**src/rtl/core/ultrasonic_echo_ranger_unit_assert.svh**
```systemverilog
// Assertion macros for the ultrasonic echo ranger RTL.
// Define ASSERT_OFF to compile the checks out.
`ifndef ULTRASONIC_ECHO_RANGER_UNIT_ASSERT_SVH
`define ULTRASONIC_ECHO_RANGER_UNIT_ASSERT_SVH
`ifndef ASSERT_OFF
`define UER_ASSERT(lbl, clk, rst_n, prop, msg) \
    lbl: assert property (@(posedge clk) disable iff (!rst_n) prop) else $error(msg);
`define UER_NEVER(lbl, clk, rst_n, expr, msg) \
    `UER_ASSERT(lbl, clk, rst_n, !(expr), msg)
`else
`define UER_ASSERT(lbl, clk, rst_n, prop, msg)
`define UER_NEVER(lbl, clk, rst_n, expr, msg)
`endif
`endif

```
**src/rtl/core/uer_pkg.sv**
```systemverilog
// Shared types and constants of the ultrasonic echo ranger.
// No dependencies.
`default_nettype none
package uer_pkg;

    localparam int unsigned TIMEOUT_W  = 8;
    localparam int unsigned SCALE_W    = 12;
    localparam int unsigned DIST_W     = 14;
    localparam int unsigned TICKS_W    = TIMEOUT_W + 1;
    localparam int unsigned PROD_W     = 21;
    localparam int unsigned CFG_IDX_W  = 2;
    localparam int unsigned CFG_DATA_W = 12;

    // floor(x / 100) == (x * DIV100_MUL) >> DIV100_SHIFT for any x < 2**PROD_W
    localparam int unsigned DIV100_SHIFT = 28;
    localparam int unsigned DIV100_W     = 22;
    localparam logic [DIV100_W-1:0] DIV100_MUL = 22'd2684355;
    localparam int unsigned DIV_FULL_W = PROD_W + DIV100_W;

    localparam logic [TIMEOUT_W-1:0] TIMEOUT_RST = 8'd60;
    localparam logic [SCALE_W-1:0]   SCALE_RST   = 12'd1716;

    typedef enum logic [CFG_IDX_W-1:0] {
        REG_TIMEOUT = 2'd0,
        REG_SCALE   = 2'd1
    } t_cfg_reg;

    typedef enum logic [2:0] {
        PH_IDLE         = 3'd0,
        PH_TRIG_HIGH    = 3'd1,
        PH_FIRST_SAMPLE = 3'd2,
        PH_WAIT_RISE    = 3'd3,
        PH_MEASURE      = 3'd4
    } t_phase;

    typedef enum logic [1:0] {
        ERR_OK      = 2'd0,
        ERR_NO_RISE = 2'd1,
        ERR_TOO_LONG = 2'd2,
        ERR_FAULT   = 2'd3
    } t_err;

    typedef struct packed {
        logic start_req;
        logic echo;
        logic read_fault;
    } t_in_item;

    typedef struct packed {
        logic              trigger;
        logic              busy_res;
        logic              done_res;
        t_err              error_code;
        logic [DIST_W-1:0] range_cm;
    } t_out_item;

    // Control results of one tick, before the distance divide.
    typedef struct packed {
        logic              trigger;
        logic              busy;
        logic              done;
        t_err              err;
        logic              upd;
        logic [PROD_W-1:0] prod;
    } t_mid;

endpackage
`default_nettype wire

```
**src/rtl/core/uer_ctrl.sv**
```systemverilog
// Measurement sequencer: phase FSM, tick counter, pulse length times scale.
// Depends on uer_pkg and the assertion macro header.
`default_nettype none
`include "ultrasonic_echo_ranger_unit_assert.svh"
module uer_ctrl (
    input  logic                              i_clk,
    input  logic                              i_rst_n,
    input  logic                              i_load,
    input  logic                              i_in_v,
    input  uer_pkg::t_in_item                 i_item,
    input  logic [uer_pkg::TIMEOUT_W-1:0]     i_timeout,
    input  logic [uer_pkg::SCALE_W-1:0]       i_scale,
    output logic                              o_mid_v,
    output uer_pkg::t_mid                     o_mid
);
    import uer_pkg::*;

    t_phase                r_phase;
    t_phase                n_phase;
    logic [TIMEOUT_W-1:0]  r_tick;
    logic [TIMEOUT_W-1:0]  n_tick;
    logic                  r_mid_v;
    t_mid                  r_mid;
    t_mid                  n_mid;

    logic                  w_step;
    logic                  w_trig;
    logic                  w_done;
    t_err                  w_err;
    logic                  w_upd;
    logic                  w_tmo;
    logic [TICKS_W-1:0]    w_ticks;

    assign w_step  = i_load && i_in_v;
    assign w_tmo   = (r_tick >= i_timeout);
    assign w_ticks = {1'b0, r_tick} + TICKS_W'(1);

    // outputs of this tick
    always_comb begin
        w_trig = 1'b0;
        w_done = 1'b0;
        w_err  = ERR_OK;
        w_upd  = 1'b0;
        unique case (r_phase)
            PH_TRIG_HIGH: begin
                w_trig = 1'b1;
            end
            PH_FIRST_SAMPLE: begin
                if (i_item.read_fault) begin
                    w_done = 1'b1;
                    w_err  = ERR_FAULT;
                end
            end
            PH_WAIT_RISE: begin
                if (i_item.read_fault) begin
                    w_done = 1'b1;
                    w_err  = ERR_FAULT;
                end else if (!i_item.echo && w_tmo) begin
                    w_done = 1'b1;
                    w_err  = ERR_NO_RISE;
                end
            end
            PH_MEASURE: begin
                if (i_item.read_fault) begin
                    w_done = 1'b1;
                    w_err  = ERR_FAULT;
                end else if (!i_item.echo) begin
                    w_done = 1'b1;
                    w_upd  = 1'b1;
                end else if (w_tmo) begin
                    w_done = 1'b1;
                    w_err  = ERR_TOO_LONG;
                end
            end
            default: begin
            end
        endcase
    end

    // next state
    always_comb begin
        n_phase = r_phase;
        n_tick  = r_tick;
        unique case (r_phase)
            PH_IDLE: begin
                if (i_item.start_req) begin
                    n_phase = PH_TRIG_HIGH;
                end
            end
            PH_TRIG_HIGH: begin
                n_phase = PH_FIRST_SAMPLE;
            end
            PH_FIRST_SAMPLE: begin
                n_tick  = '0;
                n_phase = i_item.echo ? PH_MEASURE : PH_WAIT_RISE;
            end
            PH_WAIT_RISE: begin
                if (i_item.echo) begin
                    n_tick  = '0;
                    n_phase = PH_MEASURE;
                end else begin
                    n_tick = r_tick + TIMEOUT_W'(1);
                end
            end
            PH_MEASURE: begin
                n_tick = r_tick + TIMEOUT_W'(1);
            end
            default: begin
                n_phase = PH_IDLE;
            end
        endcase
        if (w_done) begin
            n_phase = PH_IDLE;
            n_tick  = '0;
        end
    end

    always_comb begin
        n_mid.trigger = w_trig;
        n_mid.busy    = (n_phase != PH_IDLE);
        n_mid.done    = w_done;
        n_mid.err     = w_err;
        n_mid.upd     = w_upd;
        n_mid.prod    = PROD_W'(w_ticks) * PROD_W'(i_scale);
    end

    always_ff @(posedge i_clk) begin
        if (!i_rst_n) begin
            r_phase <= PH_IDLE;
            r_tick  <= '0;
            r_mid_v <= 1'b0;
        end else begin
            if (i_load) begin
                r_mid_v <= i_in_v;
            end
            if (w_step) begin
                r_phase <= n_phase;
                r_tick  <= n_tick;
            end
        end
    end

    always_ff @(posedge i_clk) begin
        if (w_step) begin
            r_mid <= n_mid;
        end
    end

    assign o_mid_v = r_mid_v;
    assign o_mid   = r_mid;

    `UER_ASSERT(a_done_to_idle, i_clk, i_rst_n, w_step && w_done |=> r_phase == PH_IDLE, "measurement end did not return to idle")
    `UER_ASSERT(a_trig_seq, i_clk, i_rst_n, w_step && r_phase == PH_TRIG_HIGH |=> r_phase == PH_FIRST_SAMPLE, "trigger pulse not followed by first sample")

endmodule
`default_nettype wire

```
**src/rtl/core/uer_dist.sv**
```systemverilog
// Distance divide by 100 and the result register with the held distance.
// Depends on uer_pkg and the assertion macro header.
`default_nettype none
`include "ultrasonic_echo_ranger_unit_assert.svh"
module uer_dist (
    input  logic               i_clk,
    input  logic               i_rst_n,
    input  logic               i_adv,
    input  logic               i_mid_v,
    input  uer_pkg::t_mid      i_mid,
    output logic               o_out_v,
    output uer_pkg::t_out_item o_out
);
    import uer_pkg::*;

    logic                  r_out_v;
    t_out_item             r_out;
    t_out_item             n_out;
    logic [DIST_W-1:0]     r_last;
    logic [DIST_W-1:0]     n_last;
    logic [DIV_FULL_W-1:0] w_full;
    logic [DIST_W-1:0]     w_quot;

    assign w_full = DIV_FULL_W'(i_mid.prod) * DIV_FULL_W'(DIV100_MUL);
    assign w_quot = w_full[DIV100_SHIFT +: DIST_W];
    assign n_last = i_mid.upd ? w_quot : r_last;

    always_comb begin
        n_out.trigger     = i_mid.trigger;
        n_out.busy_res    = i_mid.busy;
        n_out.done_res    = i_mid.done;
        n_out.error_code  = i_mid.err;
        n_out.range_cm    = n_last;
    end

    always_ff @(posedge i_clk) begin
        if (!i_rst_n) begin
            r_out_v <= 1'b0;
            r_last  <= '0;
        end else if (i_adv) begin
            r_out_v <= i_mid_v;
            if (i_mid_v) begin
                r_last <= n_last;
            end
        end
    end

    always_ff @(posedge i_clk) begin
        if (i_adv && i_mid_v) begin
            r_out <= n_out;
        end
    end

    assign o_out_v = r_out_v;
    assign o_out   = r_out;

    `UER_ASSERT(a_upd_done, i_clk, i_rst_n, i_adv && i_mid_v && i_mid.upd |=> o_out_v && o_out.done_res && o_out.error_code == ERR_OK, "distance update without clean completion")

endmodule
`default_nettype wire

```
**src/rtl/core/ultrasonic_echo_ranger_unit.sv**
```systemverilog
// Ultrasonic echo ranger top level: input register, config registers, stage control.
// A result passes the control and result registers after its input transfer.
// One tick per cycle while not stalled; stalls hold only stages whose successor is full.
// Reset: synchronous active low; idle phase, zero distance, timeout 60 ticks, scale 1716.
// Depends on uer_pkg, uer_ctrl, uer_dist and the assertion macro header.
`default_nettype none
`include "ultrasonic_echo_ranger_unit_assert.svh"
module ultrasonic_echo_ranger_unit (
    input  logic                               i_clk,
    input  logic                               i_rst_n,
    input  logic                               i_in_valid,
    output logic                               o_in_stall,
    input  uer_pkg::t_in_item                  i_in_data,
    output logic                               o_out_valid,
    input  logic                               i_out_stall,
    output uer_pkg::t_out_item                 o_out_data,
    input  logic                               i_cfg_valid,
    output logic                               o_cfg_ready,
    input  logic [uer_pkg::CFG_IDX_W-1:0]      i_cfg_index,
    input  logic [uer_pkg::CFG_DATA_W-1:0]     i_cfg_data
);
    import uer_pkg::*;

    logic                 r_in_v;
    t_in_item             r_in;
    logic [TIMEOUT_W-1:0] r_timeout;
    logic [SCALE_W-1:0]   r_scale;

    logic                 w_mid_v;
    t_mid                 w_mid;
    logic                 w_adv_out;
    logic                 w_adv_mid;
    logic                 w_adv_in;

    assign w_adv_out  = !o_out_valid || !i_out_stall;
    assign w_adv_mid  = !w_mid_v || w_adv_out;
    assign w_adv_in   = !r_in_v || w_adv_mid;
    assign o_in_stall = !w_adv_in;
    assign o_cfg_ready = 1'b1;

    always_ff @(posedge i_clk) begin
        if (!i_rst_n) begin
            r_in_v <= 1'b0;
        end else if (w_adv_in) begin
            r_in_v <= i_in_valid;
        end
    end

    always_ff @(posedge i_clk) begin
        if (w_adv_in) begin
            r_in <= i_in_data;
        end
    end

    always_ff @(posedge i_clk) begin
        if (!i_rst_n) begin
            r_timeout <= TIMEOUT_RST;
            r_scale   <= SCALE_RST;
        end else if (i_cfg_valid && o_cfg_ready) begin
            unique case (i_cfg_index)
                REG_TIMEOUT: r_timeout <= i_cfg_data[TIMEOUT_W-1:0];
                REG_SCALE:   r_scale   <= i_cfg_data[SCALE_W-1:0];
                default: begin
                end
            endcase
        end
    end

    uer_ctrl u_ctrl (
        .i_clk     (i_clk),
        .i_rst_n   (i_rst_n),
        .i_load    (w_adv_mid),
        .i_in_v    (r_in_v),
        .i_item    (r_in),
        .i_timeout (r_timeout),
        .i_scale   (r_scale),
        .o_mid_v   (w_mid_v),
        .o_mid     (w_mid)
    );

    uer_dist u_dist (
        .i_clk   (i_clk),
        .i_rst_n (i_rst_n),
        .i_adv   (w_adv_out),
        .i_mid_v (w_mid_v),
        .i_mid   (w_mid),
        .o_out_v (o_out_valid),
        .o_out   (o_out_data)
    );

    `UER_NEVER(a_stall_empty, i_clk, i_rst_n, o_in_stall && !r_in_v, "input stalled with empty input register")

endmodule
`default_nettype wire

```
**config.mk**
```make
export PLATFORM = sky130hd
export DESIGN_NAME = ultrasonic_echo_ranger_unit
export DESIGN_NICKNAME = d
export VERILOG_FILES = /design/src/rtl/core/uer_pkg.sv /design/src/rtl/core/uer_ctrl.sv /design/src/rtl/core/uer_dist.sv /design/src/rtl/core/ultrasonic_echo_ranger_unit.sv
export VERILOG_INCLUDE_DIRS = /design/src /design/src/rtl/core
export SDC_FILE = /design/constraint.sdc
export NUM_CORES = 1
export LEC_CHECK = 0
export BUFFER_PORTS_ARGS = -buffer_cell sky130_fd_sc_hd__buf_2
export CAP_MARGIN = 5
export CORE_ASPECT_RATIO = 2
export CORE_MARGIN = 2
export CORE_UTILIZATION = 50
export DETAILED_ROUTE_END_ITERATION = 10
export PLACE_DENSITY = 0.66
export SLEW_MARGIN = 20
export SYNTH_ARGS = -nofsm -noshare
export SYNTH_HDL_FRONTEND = slang
export SYNTH_HIERARCHICAL = 1
export SYNTH_SLANG_ARGS = --single-unit
export TNS_END_PERCENT = 1
```
**constraint.sdc**
```tcl
create_clock -name i_clk -period 8.4 [get_ports i_clk]
set_input_delay 0.42 -clock i_clk [delete_from_list [all_inputs] [get_ports i_clk]]
set_output_delay 0.42 -clock i_clk [all_outputs]
set_load 0.1 [all_outputs]
```
==> results.py, run 1 <==
metrics = {
    "layout": {
        "n_antenna_cell": 0,
        "area_delta_synth_final_pct": 5.72,
        "area_of_the_multi_input_gates_sq_um": 11100,
        "register_area_sq_um": 2430,
        "fill_cells": 2698,
        "fin_nets": 2034,
        "fin_area_sq_um": 15900,
        "fraction_of_final_layout_cells_sized_beyond_drive_strength_1": 0.0650,
    },
    "drt": {
        "drt_iter0_drc": 383,
        "avgRoutedWirePerCell_um": 19.0,
        "postRouteAntennaNets": 0,
        "route.final.wire_length_um": 36100,
        "route.detailed.drc": 0,
        "avgViaCountPerCell": 5.46,
        "num_vias": 10384,
        "drtPass1Iterations": 5,
    },
    "pwr": {
        "powerDensity_nw_per_um2": 358,
        "internal_power_of_the_cells_w": 0.00273,
        "power.ir.vdd_worst_v": 0.000353,
        "clock_power_share": 0.074,
        "power_switching_share": 0.520,
        "totalPowerFinal_w": 0.00569,
        "p_switching_w": 0.00296,
        "power.static_leakage_nw": 8.22,
        "seq_pwr_share": 0.110,
        "power.combinational.fraction": 0.816,
    },
    "floorplanning": {
        "floorplan.initialDensity": 0.509,
        "core_sq_um": 29500,
        "ioPinCount": 44,
        "floorplan.die.width_um": 127,
        "die-area_sq_um": 31500,
        "die_h_um": 249,
        "row_count": 89,
    },
    "run_status": {
        "outcome": "finished clean",
    },
    "cts": {
        "h-tree-depth": 3,
        "ctsLongestPathBuffers": 2,
        "root_driver": "sky130_fd_sc_hd__clkbuf_16",
        "cts_hold_repair.buffers": 0,
        "resize_count_post_cts": 0,
        "clock_sink_count": 97,
        "postCtsSetupBuffers": 0,
        "cts-buffers-inserted": 9,
        "clock_latency_ns": 0.37,
        "tritoncts": "done",
        "clk_transition_reported_paths_ns": 0.08,
    },
    "global_routing": {
        "grt_antenna_before_repair": 0,
        "first_global_vias": 11236,
        "overflow": 0,
        "grt_max_degree": 51,
        "grt_pass1_wl_um": 57600,
        "grt_use_total": 0.237,
    },
    "timing": {
        "slew-limit-headroom": 0.336,
        "clock-skew-final_ns": 0.0105,
        "fin_setup_tns_ns": 0,
        "report.final.setup_viol": 0,
        "final_clock_period_utilization_by_the_worst_path": 0.831,
        "hold_viol": 0,
        "grt_setup_unrepaired": "false",
        "final_count_of_pins_violating_max_slew": 0,
        "timing_worst_slew_pin_value_ns": 0.993,
        "timing.fmax_mhz": 143,
        "period_needed_ns": 6.98,
    },
    "synthesis": {
        "synth_top_area_cell": "sky130_fd_sc_hd__fa_1",
        "synth.avg_cell_area_sq_um": 9.96,
        "synth_area_sq_um": 15000,
        "synth.area.top_cells": "sky130_fd_sc_hd__fa_1 30%, sky130_fd_sc_hd__ha_1 21%, sky130_fd_sc_hd__edfxtp_1 9.8%",
        "ys_ff_latch": 97,
        "synth.yosys.seq_area_share": 0.162,
        "syn_nets": 2008,
        "synth_flop_cell": "sky130_fd_sc_hd__edfxtp_1",
        "post_synth_edffs": 49,
        "netlist_instances": 1508,
        "yosys.area.top_type_share": 0.301,
        "netlist-cell-type-count": 79,
        "yosys_warnings": 6,
        "async_reset_ff_frac": 0,
    },
    "setup_path": {
        "crit_path_start_kind": "flip-flop",
        "crit_fanout": 7,
        "cp_data_required_time_ns": 8.52,
        "critical_path_arrival_ns": 7.10,
        "crit_buf_inv": 4,
        "crit_chain": "inv_1, fa_1, fa_1, fa_1, fa_1, fa_1, inv_1, fa_1, inv_1, fa_1, inv_1, ha_1, nand3_1, o221ai_1, o21ai_0, nand3b_1, o21ai_0, a31oi_1, xor2_1, mux2_2",
        "critical_path.endpoint_type": "flip-flop",
        "worst_path_dominant_cell_family": "adder cells",
        "critical_setup_path_class": "reg2reg",
        "cpMostUsedCell": "sky130_fd_sc_hd__fa_1",
        "critPathSlowestCell": "sky130_fd_sc_hd__fa_1",
        "cp_slowest_stage_delay_ns": 0.54,
    },
    "place": {
        "port_buffers": 42,
        "globalplace.congestion": 0.973,
        "post-dp-hpwl_um": 31700,
        "dpl_cell_area_sq_um": 15600,
    },
    "hold_path": {
        "hold_class": "in2reg",
    },
    "job": {
        "cap_viol_max_count": 0,
    },
}
[power by group through the flow]
stage | clock [W] | combinational (W) | sequential [W]
finish | 0.000421 | 0.00464 | 0.000625
global route | 0.000446 | 0.00527 | 0.000632
CTS | 0.000433 | 0.00469 | 0.000626
detailed placement | 0 | 0.00464 | 0.000636
global placement | 0 | 0.00457 | 0.000633
floorplan | 0 | 0.00341 | 0.000766
[synth_stat cells, drive strengths merged, types with 9 or more instances]
| library cell | instances |
|---|---|
| mux2i | 16 |
| ha | 252 |
| fa | 226 |
| nand2 | 115 |
| and2 | 55 |
| inv | 349 |
| nor2 | 21 |
| a31oi | 9 |
| xor2 | 9 |
| a21o | 27 |
| and3 | 11 |
| clkbuf | 25 |
| a21oi | 48 |
| or2 | 9 |
| edfxtp | 49 |
| nand3 | 27 |
| nor2b | 22 |
| o21ai | 34 |
| xnor2 | 22 |
| o211ai | 10 |
| nor3 | 11 |
| dfxtp | 48 |
[routing by layer]
| metal | global-route usage | vias to the layer above | wire length [um] |
|---|---|---|---|
| met3 | 0.0191 | 85 | 576 |
| met4 | 0.152 | 0 | 2530 |
| li1 | - | 4912 | - |
| met1 | 0.224 | 5235 | 11700 |
| met2 | 0.470 | 152 | 21200 |
| met5 | 0 | - | 0 |
[worst reg2reg max path, cell delays in order (launching register included)]
cell                       delay, ns
sky130_fd_sc_hd__edfxtp_1       0.53
sky130_fd_sc_hd__inv_1          0.18
sky130_fd_sc_hd__fa_1           0.54
sky130_fd_sc_hd__fa_1           0.54
sky130_fd_sc_hd__fa_1           0.45
sky130_fd_sc_hd__fa_1           0.52
sky130_fd_sc_hd__fa_1           0.54
sky130_fd_sc_hd__inv_1          0.05
sky130_fd_sc_hd__fa_1           0.47
sky130_fd_sc_hd__inv_1          0.05
sky130_fd_sc_hd__fa_1           0.47
sky130_fd_sc_hd__inv_1          0.04
sky130_fd_sc_hd__ha_1           0.32
sky130_fd_sc_hd__nand3_1        0.10
sky130_fd_sc_hd__o221ai_1       0.20
sky130_fd_sc_hd__o21ai_0        0.33
sky130_fd_sc_hd__nand3b_1       0.17
sky130_fd_sc_hd__o21ai_0        0.52
sky130_fd_sc_hd__a31oi_1        0.26
sky130_fd_sc_hd__xor2_1         0.19
sky130_fd_sc_hd__mux2_2         0.27
[placed cells by master (no fill, tap or decap), types with 21 or more instances in the layout]
cell type,synthesis,layout
sky130_fd_sc_hd__inv_1,348,348
sky130_fd_sc_hd__ha_1,252,252
sky130_fd_sc_hd__fa_1,226,226
sky130_fd_sc_hd__nand2_1,115,115
sky130_fd_sc_hd__and2_1,54,54
sky130_fd_sc_hd__edfxtp_1,49,49
sky130_fd_sc_hd__dfxtp_1,48,48
sky130_fd_sc_hd__a21oi_1,48,48
sky130_fd_sc_hd__buf_2,2,42
sky130_fd_sc_hd__o21ai_0,30,30
sky130_fd_sc_hd__nand3_1,27,27
sky130_fd_sc_hd__a21o_1,26,26
sky130_fd_sc_hd__nor2b_1,22,22
sky130_fd_sc_hd__nor2_1,21,21
sky130_fd_sc_hd__xnor2_1,22,21
[final timing paths]
kind	startpoint	slack, ns	end	depth (start not counted)
hold reg to reg	u_ctrl/o_mid[24]$_DFFE_PP_	0.42	u_dist/o_out[16]$_DFFE_PP_	0
hold / removal	i_in_data[2]	0.22	r_in[2]$_DFFE_PP_	1
setup reg to reg	u_ctrl/o_mid[4]$_DFFE_PP_	1.42	u_dist/o_out[12]$_DFFE_PP_	20
setup / recovery	u_ctrl/o_mid[4]$_DFFE_PP_	1.42	u_dist/o_out[12]$_DFFE_PP_	20
[sequential cells by signal, summed over array words and instances, names as in the netlist, 3 cells and up]
signal,count
r_in,3
r_scale,12
r_timeout,8
u_ctrl/o_mid,27
u_ctrl/r_phase,3
u_ctrl/r_tick,8
u_dist/o_out,19
u_dist/r_last,14
[final cells by class]
| cell class | instances | share of cell area |
|---|---|---|
| Clock buffer | 10 | 0.0150 |
| Sequential cell | 97 | 0.153 |
| Clock inverter | 6 | 0.00370 |
| Tap cell | 364 | 0.0287 |
| Timing Repair Buffer | 47 | 0.0156 |
| Multi-Input combinational cell | 1029 | 0.701 |
| Inverter | 350 | 0.0829 |
[cells by family after synthesis]
| group | synth area share |
|---|---|
| AO/OA/AOI/OAI | 0.0821 |
| XOR/XNOR | 0.0181 |
| adder cells (fa/ha/maj) | 0.511 |
| buffers and inverters | 0.0980 |
| flip-flops | 0.162 |
| multiplexers | 0.0154 |
| other | 0.000250 |
| AND/OR/NAND/NOR | 0.113 |
[per-stage QoR]
| stage | setup WS, ns | util | cells | hold WS (ns) |
|---|---|---|---|---|
| floorplan | 2.25 | - | 1508 | 0.400 |
| global placement | 1.51 | 0.528 | 1887 | 0.406 |
| detailed placement | 1.45 | 0.528 | 1887 | 0.406 |
| CTS | 1.42 | 0.538 | 1903 | 0.206 |
| global route | 1.16 | 0.538 | 1903 | 0.209 |
| finish | 1.42 | 0.538 | 1903 | 0.222 |
Power figures use the tool's default switching activity.
==> run 2: changes to the inputs <==
==> constraint.sdc (replaced) <==
create_clock -name i_clk -period 6.5 [get_ports i_clk]
set_input_delay 0.325 -clock i_clk [delete_from_list [all_inputs] [get_ports i_clk]]
set_output_delay 0.325 -clock i_clk [all_outputs]
set_load 0.1 [all_outputs]
==> run 2 against run 1 <==
Effect of this change:
- hold slack lost 0.10 ns
- global-route usage up 0.071 points
- combinational power increased by 40%
- maximum frequency increased by 8.8%
- die area is the same
- sequential power is 29% higher
- via count is 1.4% higher
- register-to-register slack worse by 1.3 ns
- clock power rose by 32%
- highest routed layer unchanged
==> results.py, run 2 (synthesis gave the netlist of run 1 again) <==
metrics = {
    "place": {
        "dp_worst_setup_slack_ns": -0.133,
        "globalplace.congestion": 1.02,
        "post-dp-hpwl_um": 31200,
        "numPlacedInstances": 1916,
        "dpl_cell_area_sq_um": 15800,
        "port_buffers": 42,
    },
    "setup_path": {
        "reg2reg_depth": 20,
        "crit_path_start_kind": "flip-flop",
        "cpMostUsedCell": "sky130_fd_sc_hd__fa_1",
        "crit_chain": "buf_6, fa_2, fa_1, fa_1, fa_1, fa_1, inv_2, fa_1, inv_2, fa_1, inv_2, ha_4, nand3_1, o221ai_2, o21ai_2, nand3b_1, o21a_4, a311oi_4, xnor2_1, mux2_4",
        "critical_setup_path_class": "reg2reg",
        "critPathSlowestCell": "sky130_fd_sc_hd__fa_1",
        "cp_data_required_time_ns": 6.63,
        "critical_path.endpoint_type": "flip-flop",
        "crit_fanout": 6,
        "startpoint": "u_ctrl/o_mid[5]$_DFFE_PP_",
        "cp_slowest_stage_delay_ns": 0.59,
        "critical_path_arrival_ns": 6.54,
        "critical_path.reg2reg.startpoint": "u_ctrl/o_mid[5]$_DFFE_PP_",
    },
    "cts": {
        "tritoncts": "done",
        "clock_sink_count": 97,
        "h-tree-depth": 3,
        "ctsLongestPathBuffers": 2,
        "root_driver": "sky130_fd_sc_hd__clkbuf_16",
        "cts-buffers-inserted": 9,
        "cts_hold_repair.buffers": 0,
        "clock_latency_ns": 0.37,
        "clk_transition_reported_paths_ns": 0.08,
    },
    "pwr": {
        "internal_power_of_the_cells_w": 0.00385,
        "power.static_leakage_nw": 8.43,
        "p_switching_w": 0.00402,
        "power.combinational.fraction": 0.827,
        "seq_pwr_share": 0.102,
        "powerDensity_nw_per_um2": 479,
        "totalPowerFinal_w": 0.00787,
        "clock_power_share": 0.071,
        "power_switching_share": 0.511,
        "power.ir.vdd_worst_v": 0.000420,
    },
    "drt": {
        "route.final.wire_length_um": 36000,
        "route.detailed.drc": 0,
        "postRouteAntennaNets": 0,
        "avgViaCountPerCell": 5.40,
        "num_vias": 10529,
        "drtPass1Iterations": 4,
        "avgRoutedWirePerCell_um": 18.5,
        "drt_iter0_drc": 438,
    },
    "timing": {
        "final_clock_period_utilization_by_the_worst_path": 0.987,
        "slew-limit-headroom": 0.411,
        "hold_viol": 0,
        "final_count_of_pins_violating_max_slew": 0,
        "timing_worst_slew_pin_value_ns": 0.884,
        "timing.fmax_mhz": 156,
        "clock-skew-final_ns": 0.0110,
        "worst_slack_ns": 0.0823,
        "grt_setup_unrepaired": "true",
        "report.final.setup_viol": 0,
        "period_needed_ns": 6.42,
    },
    "global_routing": {
        "grt_use_total": 0.238,
        "overflow": 0,
        "grt_pass1_wl_um": 58400,
        "grt_antenna_before_repair": 0,
        "first_global_vias": 11604,
        "grt_max_degree": 45,
    },
    "hold_path": {
        "hold_depth": 1,
        "min_from": "i_in_data[1]",
        "hold_class": "in2reg",
    },
    "floorplanning": {
        "row_count": 89,
        "die_h_um": 249,
        "floorplan.initialDensity": 0.509,
        "floorplan.die.width_um": 127,
        "core_sq_um": 29500,
        "ioPinCount": 44,
        "die-area_sq_um": 31500,
    },
    "layout": {
        "mostFrequentLayoutCells": "336 x sky130_fd_sc_hd__inv_1, 241 x sky130_fd_sc_hd__ha_1, 220 x sky130_fd_sc_hd__fa_1",
        "fin_cells": 1949,
        "n_antenna_cell": 0,
        "final_util": 0.556,
        "fin_area_sq_um": 16400,
        "area_delta_synth_final_pct": 9.29,
        "fin_nets": 2080,
        "largest_reg_flops": 27,
        "fraction_of_final_layout_cells_sized_beyond_drive_strength_1": 0.117,
        "layout.cells.most_common": "sky130_fd_sc_hd__inv_1",
    },
    "job": {
        "cap_viol_max_count": 0,
    },
    "run_status": {
        "outcome": "finished clean",
    },
}
[run 2: worst paths after layout]
path              slack (ns)                         end
hold reg to reg         0.42  u_dist/o_out[18]$_DFFE_PP_
hold / removal          0.12           r_in[1]$_DFFE_PP_
setup / recovery        0.08  u_dist/o_out[10]$_DFFE_PP_
setup reg to reg        0.08  u_dist/o_out[10]$_DFFE_PP_
[run 2: critical path: cells and delay by family (launching register included)]
kind                     cells  cell delay (ns)
XOR/XNOR                     1             0.12
AND/OR/NAND/NOR              2             0.23
multiplexers                 1             0.26
AO/OA/AOI/OAI                4             0.97
buffers and inverters        4             0.29
flip-flops                   1             0.48
adder cells (fa/ha/maj)      8             3.81
[run 2: layer usage]
| layer | global-route usage | vias up | wire length (um) |
|---|---|---|---|
| li1 | - | 5001 | - |
| met1 | 0.224 | 5268 | 11900 |
| met2 | 0.476 | 164 | 21200 |
| met3 | 0.0187 | 96 | 504 |
| met4 | 0.144 | 0 | 2460 |
| met5 | 0 | - | 0 |
[run 2: what timing repair did]
action | 4_1_cts | 5_1_grt
resized for setup | 6 | 47
endpoints found under the setup margin | 6 | 21
pin swaps | 5 | 26
endpoints found under the hold margin | 0 | 0
gates cloned | 0 | 0
buffers inserted | 4 | 13
[run 2: per-stage QoR]
step / TNS (ns) / hold WS, ns
finish: 0 / 0.122
CTS: -0.00986 / 0.109
detailed placement: -0.234 / 0.405
floorplan: 0 / 0.400
global placement: -0.0501 / 0.404
global route: -0.267 / 0.114
[run 2: power by group through the flow]
stage | clock network [W] | logic, W | registers (W)
after global placement | 0 | 0.00598 | 0.000817
after global routing | 0.000583 | 0.00730 | 0.000814
final | 0.000557 | 0.00651 | 0.000805
after CTS | 0.000568 | 0.00616 | 0.000806
after floorplan | 0 | 0.00441 | 0.000989
after detailed placement | 0 | 0.00606 | 0.000821
[run 2: area by class of cell]
type,count,area (sq um)
clock buffers,11,254
flip-flops and latches,97,2430
well taps,364,455
inverters,350,1320
clock inverters,5,42.5
repair buffers,93,601
multi-input cells,1029,11300
fillers,2646,13100
